## config.mk

```make
export PLATFORM = sky130hd
export DESIGN_NAME = websocket_frame_parser
export DESIGN_NICKNAME = d
export VERILOG_FILES = /design/src/hdl/wsfp_pkg.sv /design/src/hdl/websocket_frame_parser.sv
export SDC_FILE = /design/constraint.sdc
export NUM_CORES = 1
export LEC_CHECK = 0
export BUFFER_PORTS_ARGS = -buffer_cell sky130_fd_sc_hd__buf_2
export CAP_MARGIN = 10
export CORE_ASPECT_RATIO = 1.5
export CORE_MARGIN = 2
export CORE_UTILIZATION = 61
export DETAILED_ROUTE_END_ITERATION = 8
export PLACE_DENSITY = 0.79
export SYNTH_ARGS = -nofsm -noshare
export SYNTH_HDL_FRONTEND = slang
export SYNTH_SLANG_ARGS = --single-unit
export TNS_END_PERCENT = 100
```

## constraint.sdc

```tcl
create_clock -name clk -period 13.45 [get_ports clk]
set_clock_uncertainty 0.1 [all_clocks]
set_input_delay 1.345 -clock clk [delete_from_list [all_inputs] [get_ports clk]]
set_output_delay 1.345 -clock clk [all_outputs]
set_load 0.005 [all_outputs]
```

## src/hdl/wsfp_pkg.sv

```systemverilog
// ----------------------------------------------------------------------------
// wsfp_pkg
// types and constants for the websocket frame header parser
// ----------------------------------------------------------------------------
package wsfp_pkg;

	typedef struct packed {
		logic [7:0] data_byte;
		logic       end_of_buffer;
	} wsfp_in_t;

	typedef struct packed {
		logic [1:0]  kind;
		logic        fin;
		logic [2:0]  rsv;
		logic [3:0]  opcode;
		logic        masked;
		logic [63:0] frame_len;
		logic [31:0] mask_key;
		logic [7:0]  payload_data;
		logic        last;
	} wsfp_out_t;

	typedef enum logic [2:0] {
		PH_FIRST,
		PH_SECOND,
		PH_EXTLEN,
		PH_KEY,
		PH_PAYLOAD,
		PH_SKIP
	} wsfp_phase_t;

	localparam logic [1:0] KIND_HEADER  = 2'd0;
	localparam logic [1:0] KIND_PAYLOAD = 2'd1;
	localparam logic [1:0] KIND_ERROR   = 2'd2;

	localparam logic [6:0] LEN_EXT16 = 7'd126;

	localparam logic [3:0] HC_EXT16 = 4'd2;
	localparam logic [3:0] HC_EXT64 = 4'd8;
	localparam logic [3:0] HC_KEY   = 4'd4;

endpackage

```

## src/hdl/websocket_frame_parser.sv

```systemverilog
// ----------------------------------------------------------------------------
// websocket_frame_parser: one byte per beat in, header/payload/error beats out
// input register, then two-entry result queue; 1 byte/cycle unless stalled
// input stalls while the result queue has no room for the byte's result beats
// reset clears control state; parser then awaits the first header byte
// ----------------------------------------------------------------------------
module websocket_frame_parser (
	input  logic                 clk,
	input  logic                 arst_n,
	input  logic                 in_valid,
	output logic                 in_ready,
	input  wsfp_pkg::wsfp_in_t   in_data,
	output logic                 out_valid,
	input  logic                 out_ready,
	output wsfp_pkg::wsfp_out_t  out_data
);

	// input stage
	logic                 in_v_s1;
	wsfp_pkg::wsfp_in_t   in_s1;

	// parser state
	wsfp_pkg::wsfp_phase_t phase_q, phase_d;
	logic [3:0]  hc_q, hc_d;
	logic        fin_q, fin_d;
	logic [2:0]  rsv_q, rsv_d;
	logic [3:0]  op_q, op_d;
	logic        mask_q, mask_d;
	logic [63:0] len_q, len_d;
	logic [31:0] key_q, key_d;
	logic [63:0] rem_q, rem_d;
	logic [1:0]  kp_q, kp_d;

	// events of the byte in the input stage
	logic        hdr_ev, pay_ev, err_ev, pay_last;
	logic [7:0]  pay_byte;

	// result queue
	wsfp_pkg::wsfp_out_t slot0_q, slot1_q, slot0_d, slot1_d, r0, r1;
	logic [1:0]  cnt_q, cnt_d, base, avail, n_res;
	logic        pop, fire;

	// next state
	always_comb begin
		logic [7:0] b;
		logic [7:0] kb;
		b        = in_s1.data_byte;
		kb       = '0;
		phase_d  = phase_q;
		hc_d     = hc_q;
		fin_d    = fin_q;
		rsv_d    = rsv_q;
		op_d     = op_q;
		mask_d   = mask_q;
		len_d    = len_q;
		key_d    = key_q;
		rem_d    = rem_q;
		kp_d     = kp_q;
		hdr_ev   = 1'b0;
		pay_ev   = 1'b0;
		err_ev   = 1'b0;
		pay_last = 1'b0;
		pay_byte = '0;
		case (phase_q)
			wsfp_pkg::PH_FIRST: begin
				fin_d   = b[7];
				rsv_d   = b[6:4];
				op_d    = b[3:0];
				mask_d  = 1'b0;
				len_d   = '0;
				key_d   = '0;
				hc_d    = '0;
				phase_d = wsfp_pkg::PH_SECOND;
			end
			wsfp_pkg::PH_SECOND: begin
				mask_d = b[7];
				if (b[6:0] < wsfp_pkg::LEN_EXT16) begin
					len_d = {57'd0, b[6:0]};
					if (b[7]) begin
						hc_d    = wsfp_pkg::HC_KEY;
						phase_d = wsfp_pkg::PH_KEY;
					end else begin
						hdr_ev = 1'b1;
					end
				end else begin
					len_d   = '0;
					hc_d    = (b[6:0] == wsfp_pkg::LEN_EXT16) ? wsfp_pkg::HC_EXT16
					                                          : wsfp_pkg::HC_EXT64;
					phase_d = wsfp_pkg::PH_EXTLEN;
				end
			end
			wsfp_pkg::PH_EXTLEN: begin
				len_d = {len_q[55:0], b};
				hc_d  = hc_q - 4'd1;
				if (hc_d == 4'd0) begin
					if (mask_q) begin
						hc_d    = wsfp_pkg::HC_KEY;
						phase_d = wsfp_pkg::PH_KEY;
					end else begin
						hdr_ev = 1'b1;
					end
				end
			end
			wsfp_pkg::PH_KEY: begin
				key_d = {key_q[23:0], b};
				hc_d  = hc_q - 4'd1;
				if (hc_d == 4'd0) begin
					hdr_ev = 1'b1;
				end
			end
			wsfp_pkg::PH_PAYLOAD: begin
				case (kp_q)
					2'd0:    kb = key_q[31:24];
					2'd1:    kb = key_q[23:16];
					2'd2:    kb = key_q[15:8];
					default: kb = key_q[7:0];
				endcase
				pay_ev   = 1'b1;
				pay_byte = mask_q ? (b ^ kb) : b;
				kp_d     = kp_q + 2'd1;
				rem_d    = rem_q - 64'd1;
				pay_last = (rem_d == 64'd0);
				if (pay_last) begin
					phase_d = wsfp_pkg::PH_SKIP;
				end
			end
			default: begin
				phase_d = wsfp_pkg::PH_SKIP;
			end
		endcase
		if (hdr_ev) begin
			rem_d   = len_d;
			kp_d    = '0;
			phase_d = (len_d == 64'd0) ? wsfp_pkg::PH_SKIP : wsfp_pkg::PH_PAYLOAD;
		end
		if (in_s1.end_of_buffer) begin
			err_ev  = (phase_d != wsfp_pkg::PH_SKIP) && (phase_d != wsfp_pkg::PH_FIRST);
			phase_d = wsfp_pkg::PH_FIRST;
			hc_d    = '0;
		end
	end

	// result beats
	always_comb begin
		r0 = '0;
		r1 = '0;
		if (hdr_ev) begin
			r0.kind      = wsfp_pkg::KIND_HEADER;
			r0.fin       = fin_d;
			r0.rsv       = rsv_d;
			r0.opcode    = op_d;
			r0.masked    = mask_d;
			r0.frame_len = len_d;
			r0.mask_key  = key_d;
			r0.last      = (len_d == 64'd0);
		end else if (pay_ev) begin
			r0.kind         = wsfp_pkg::KIND_PAYLOAD;
			r0.payload_data = pay_byte;
			r0.last         = pay_last;
		end else if (err_ev) begin
			r0.kind = wsfp_pkg::KIND_ERROR;
			r0.last = 1'b1;
		end
		r1.kind = wsfp_pkg::KIND_ERROR;
		r1.last = 1'b1;
		n_res   = {1'b0, hdr_ev | pay_ev} + {1'b0, err_ev};
	end

	// queue control
	always_comb begin
		pop     = out_valid && out_ready;
		base    = cnt_q - {1'b0, pop};
		avail   = 2'd2 - base;
		fire    = in_v_s1 && (n_res <= avail);
		in_ready = !in_v_s1 || fire;
		slot0_d = pop ? slot1_q : slot0_q;
		slot1_d = slot1_q;
		cnt_d   = base;
		if (fire) begin
			cnt_d = base + n_res;
			if (base == 2'd0) begin
				if (n_res != 2'd0) begin
					slot0_d = r0;
				end
				if (n_res == 2'd2) begin
					slot1_d = r1;
				end
			end else if (n_res != 2'd0) begin
				slot1_d = r0;
			end
		end
	end

	assign out_valid = (cnt_q != 2'd0);
	assign out_data  = slot0_q;

	always_ff @(posedge clk or negedge arst_n) begin
		if (!arst_n) begin
			in_v_s1 <= 1'b0;
			phase_q <= wsfp_pkg::PH_FIRST;
			hc_q    <= '0;
			cnt_q   <= '0;
		end else begin
			if (in_ready) begin
				in_v_s1 <= in_valid;
			end
			if (fire) begin
				phase_q <= phase_d;
				hc_q    <= hc_d;
			end
			cnt_q <= cnt_d;
		end
	end

	always_ff @(posedge clk) begin
		if (in_ready && in_valid) begin
			in_s1 <= in_data;
		end
		if (fire) begin
			fin_q  <= fin_d;
			rsv_q  <= rsv_d;
			op_q   <= op_d;
			mask_q <= mask_d;
			len_q  <= len_d;
			key_q  <= key_d;
			rem_q  <= rem_d;
			kp_q   <= kp_d;
		end
		slot0_q <= slot0_d;
		slot1_q <= slot1_d;
	end

	// error beats always close the frame
	assert property (@(posedge clk) disable iff (!arst_n)
		out_valid && (out_data.kind == wsfp_pkg::KIND_ERROR) |-> out_data.last)
		else $error("error beat without last");

	// a byte with the end mark returns the parser to the first header byte
	assert property (@(posedge clk) disable iff (!arst_n)
		fire && in_s1.end_of_buffer |=> phase_q == wsfp_pkg::PH_FIRST)
		else $error("end of buffer did not restart parsing");

	// unmasked header carries a zero key
	assert property (@(posedge clk) disable iff (!arst_n)
		out_valid && (out_data.kind == wsfp_pkg::KIND_HEADER) && !out_data.masked
		|-> out_data.mask_key == 32'd0)
		else $error("unmasked header with nonzero key");

	// the result queue never holds more than two beats
	assert property (@(posedge clk) disable iff (!arst_n)
		cnt_q != 2'd3)
		else $error("result queue overflow");

endmodule
```

==> metrics <==
Final setup viols 0; Resize count post-CTS 0; Synth Cell Area 19300 um^2; Worst Path Buf+Inv 2; Power Dens Cells 306 nW/um^2; delay-heaviest family, CP simple AND/OR/NAND/NOR gates; P&R area growth vs syn 11.2%; area fraction of the dominant cell type after synthesis 46.1%; status completed; RD Place Congestion 0.925; DRT Wirelength 57400 um; CTS Root Cell clkbuf_16; VDD IR max 0.229 mV; Max Clk Rate 132 MHz; post-synth cell types 61; crit path DAT 7940 ps; # DRC 0; Period Utilization, post-route 56.5%; first-pass GRT wire length 86400 um; commonest cells in the netlist edfxtp_1, nand2_1, nor2_1; initial core utilization 62.0%; H-tree depth 2; Slew headroom 13.8%; cell count after synthesis 1845; count of final hold-check violations 0; Clock transition at path regs 60 ps; IO buf count 130; setup bufs post-CTS 0; Syn Nets 1873; area leader, netlist edfxtp_1; max capacitance violation total 0; most used cell, CP ha_1; Detail Placement HPWL 38500 um; row count 79; register area share after synthesis 59.4%; largest net degree at the start of global routing 112; crit path max fanout 111; Crit path largest cell delay 980 ps; worst slew pin tran 1290 ps; initial antenna violation count 0; share of layout cells above drive strength 1 13.2%; CTS Hold Bufs 0; gr ovfl total 0; Filler cells 2332; IO Count 131; vias in the first global route 14.7k; Overall Global Routing Usage 34.2%; core box area 31100 um^2; FFs w/ async S/R, synth 2.37%; first drt pass iteration count 6; CTS buffer count 40; final setup margin 5860 ps; RSZ-0062 raised after global routing no; die area 33100 um^2; remaining antenna violation count 0; Yosys reg bits 422; Skew-Pair Late Insertion Delay 550 ps; Wirelength per Cell 24.5 um; area of the multi-input gates 7110 um^2; count leader, synth edfxtp_1; startpoint types flop; Via density 6.60; Num Clock Sinks 422; Chip Height 222 um; Cell Chain, Critical Path nor3_1, nand3_1, nor3_2, nand3b_1, xor2_1, nand4_1, nor4_2, a211o_1, o21ai_1, ha_1, ha_1, inv_1, nor2_1, o22ai_1, nand2_1, or3_4, buf_4, a21oi_1, a31oi_1; Setup Total Neg Slack 0 ps; slowest CP cell buf_4; die width 149 um; Crit. End Element flop; CTS tree built; Leak Pwr 8.41 nW; via count 15.4k; Max Transition Viols Final 0; Register Area 11500 um^2; yosys warns 0; worst slack, placed 5940 ps; Synth Flop Type edfxtp_1; number of synthesized flops with an enable pin 296; Initial DRC Count 1938; Net count, final 1931; crit path kind reg2reg; clock tree buffer depth 3; Req. time, crit path 13800 ps; clock period minus worst slack 7590 ps; HP Class reg2reg; Synth area leaders edfxtp_1, dfxtp_1, nand2_1; Avg Cell Area, Syn 10.5 um^2; diode count 0
==> worst min-delay path: stages, from the launching register on <==
cell and delay, ps:
dfxtp_1 310, nand2_1 50, a31oi_1 70
==> cell families (layout without fill, tap and decap cells) <==
group	count (synthesis)	after routing	share of synthesized area, %
and+or+nand+nor	667	667	16.5
AOI/OAI and AO/OA	436	436	14.3
DFF	422	422	59.4
buffers and inverters	205	295	4.11
xor gates and xnor gates	69	69	3.13
muxes	31	31	1.66
adders and majority gates	15	15	0.973
==> stage by stage <==
stage          power [mW]  cells  cell area, um^2  utilization, %  hold slack [ps]
2_1_floorplan        4.42   1845            19300               -              367
3_3_place_gp         5.27   2266            20100            64.7              359
3_5_place_dp         5.35   2266            20100            64.7              367
4_1_cts              6.52   2340            21500            68.9              377
5_1_grt              6.86   2340            21500            68.9              389
6_report             6.57   2340            21500            68.9              376
==> layout make-up <==
type | instances | share of cell area [%]
Inverter | 74 | 1.32
Tap cell | 405 | 2.36
Clock buffer | 48 | 5.04
Timing Repair Buffer | 147 | 3.63
Sequential cell | 422 | 53.4
Multi-Input combinational cell | 1218 | 33.1
Clock inverter | 26 | 1.16
==> state kept, by name, summed over array words and instances (netlist names) <==
| signal | flops |
|---|---|
| out_data | 116 |
| slot1_q | 116 |
| len_q | 64 |
| rem_q | 64 |
| key_q | 32 |
| in_s1 | 9 |
| hc_q | 4 |
| op_q | 4 |
| phase_q | 3 |
| rsv_q | 3 |
| cnt_q | 2 |
| kp_q | 2 |
| fin_q | 1 |
| in_v_s1 | 1 |
| mask_q | 1 |
==> final timing paths <==
path	start	to	slack [ps]	cells after the start
setup / recovery	rem_q[2]	out_data[52]	5860	19
hold / removal	out_data[30]	out_data[30]	380	2
setup reg to reg	rem_q[2]	out_data[52]	5860	19
hold reg to reg	out_data[30]	out_data[30]	380	2
max in group asynchronous	arst_n	phase_q[1]	12480	1
min in group asynchronous	arst_n	hc_q[2]	560	1
==> per-layer routing <==
layer / track usage, % / part of all wire [%]
met2: 57.1 / 50
met1: 42.2 / 35
met5: 0 / 0
met3: 4.18 / 8.3
met4: 20.8 / 6.9
==> report_power, final <==
| part | total (mW) | leakage [nW] | switching (mW) | internal (mW) |
|---|---|---|---|---|
| logic | 2.54 | 3.79 | 1.80 | 0.742 |
| registers | 2.87 | 3.97 | 0.445 | 2.42 |
| clock network | 1.16 | 0.649 | 0.503 | 0.656 |
==> cell usage in the layout (no fill, tap or decap), drive strengths merged, types with 5 or more instances in the layout <==
master | Yosys | layout
a222oi | 8 | 8
nand2 | 272 | 272
nor2 | 147 | 147
mux2 | 8 | 8
a21oi | 135 | 135
ha | 15 | 15
inv | 74 | 76
or4 | 14 | 14
dfrtp | 10 | 10
xor2 | 34 | 34
or3 | 12 | 12
clkbuf | 108 | 48
buf | 23 | 147
nand2b | 5 | 5
o22ai | 16 | 16
xnor2 | 35 | 35
o21a | 7 | 7
a22oi | 53 | 53
and3 | 55 | 55
a31oi | 94 | 94
o21ai | 60 | 60
nand4 | 22 | 22
nor4b | 5 | 5
mux2i | 23 | 23
nand3 | 22 | 22
clkinv | 0 | 16
nor3 | 41 | 41
dfxtp | 116 | 116
nor4 | 34 | 34
or2 | 10 | 10
nand4b | 5 | 5
and2 | 5 | 5
edfxtp | 296 | 296
nand3b | 7 | 7
a22o | 47 | 47
No activity file was read; power rests on OpenSTA's default activity.
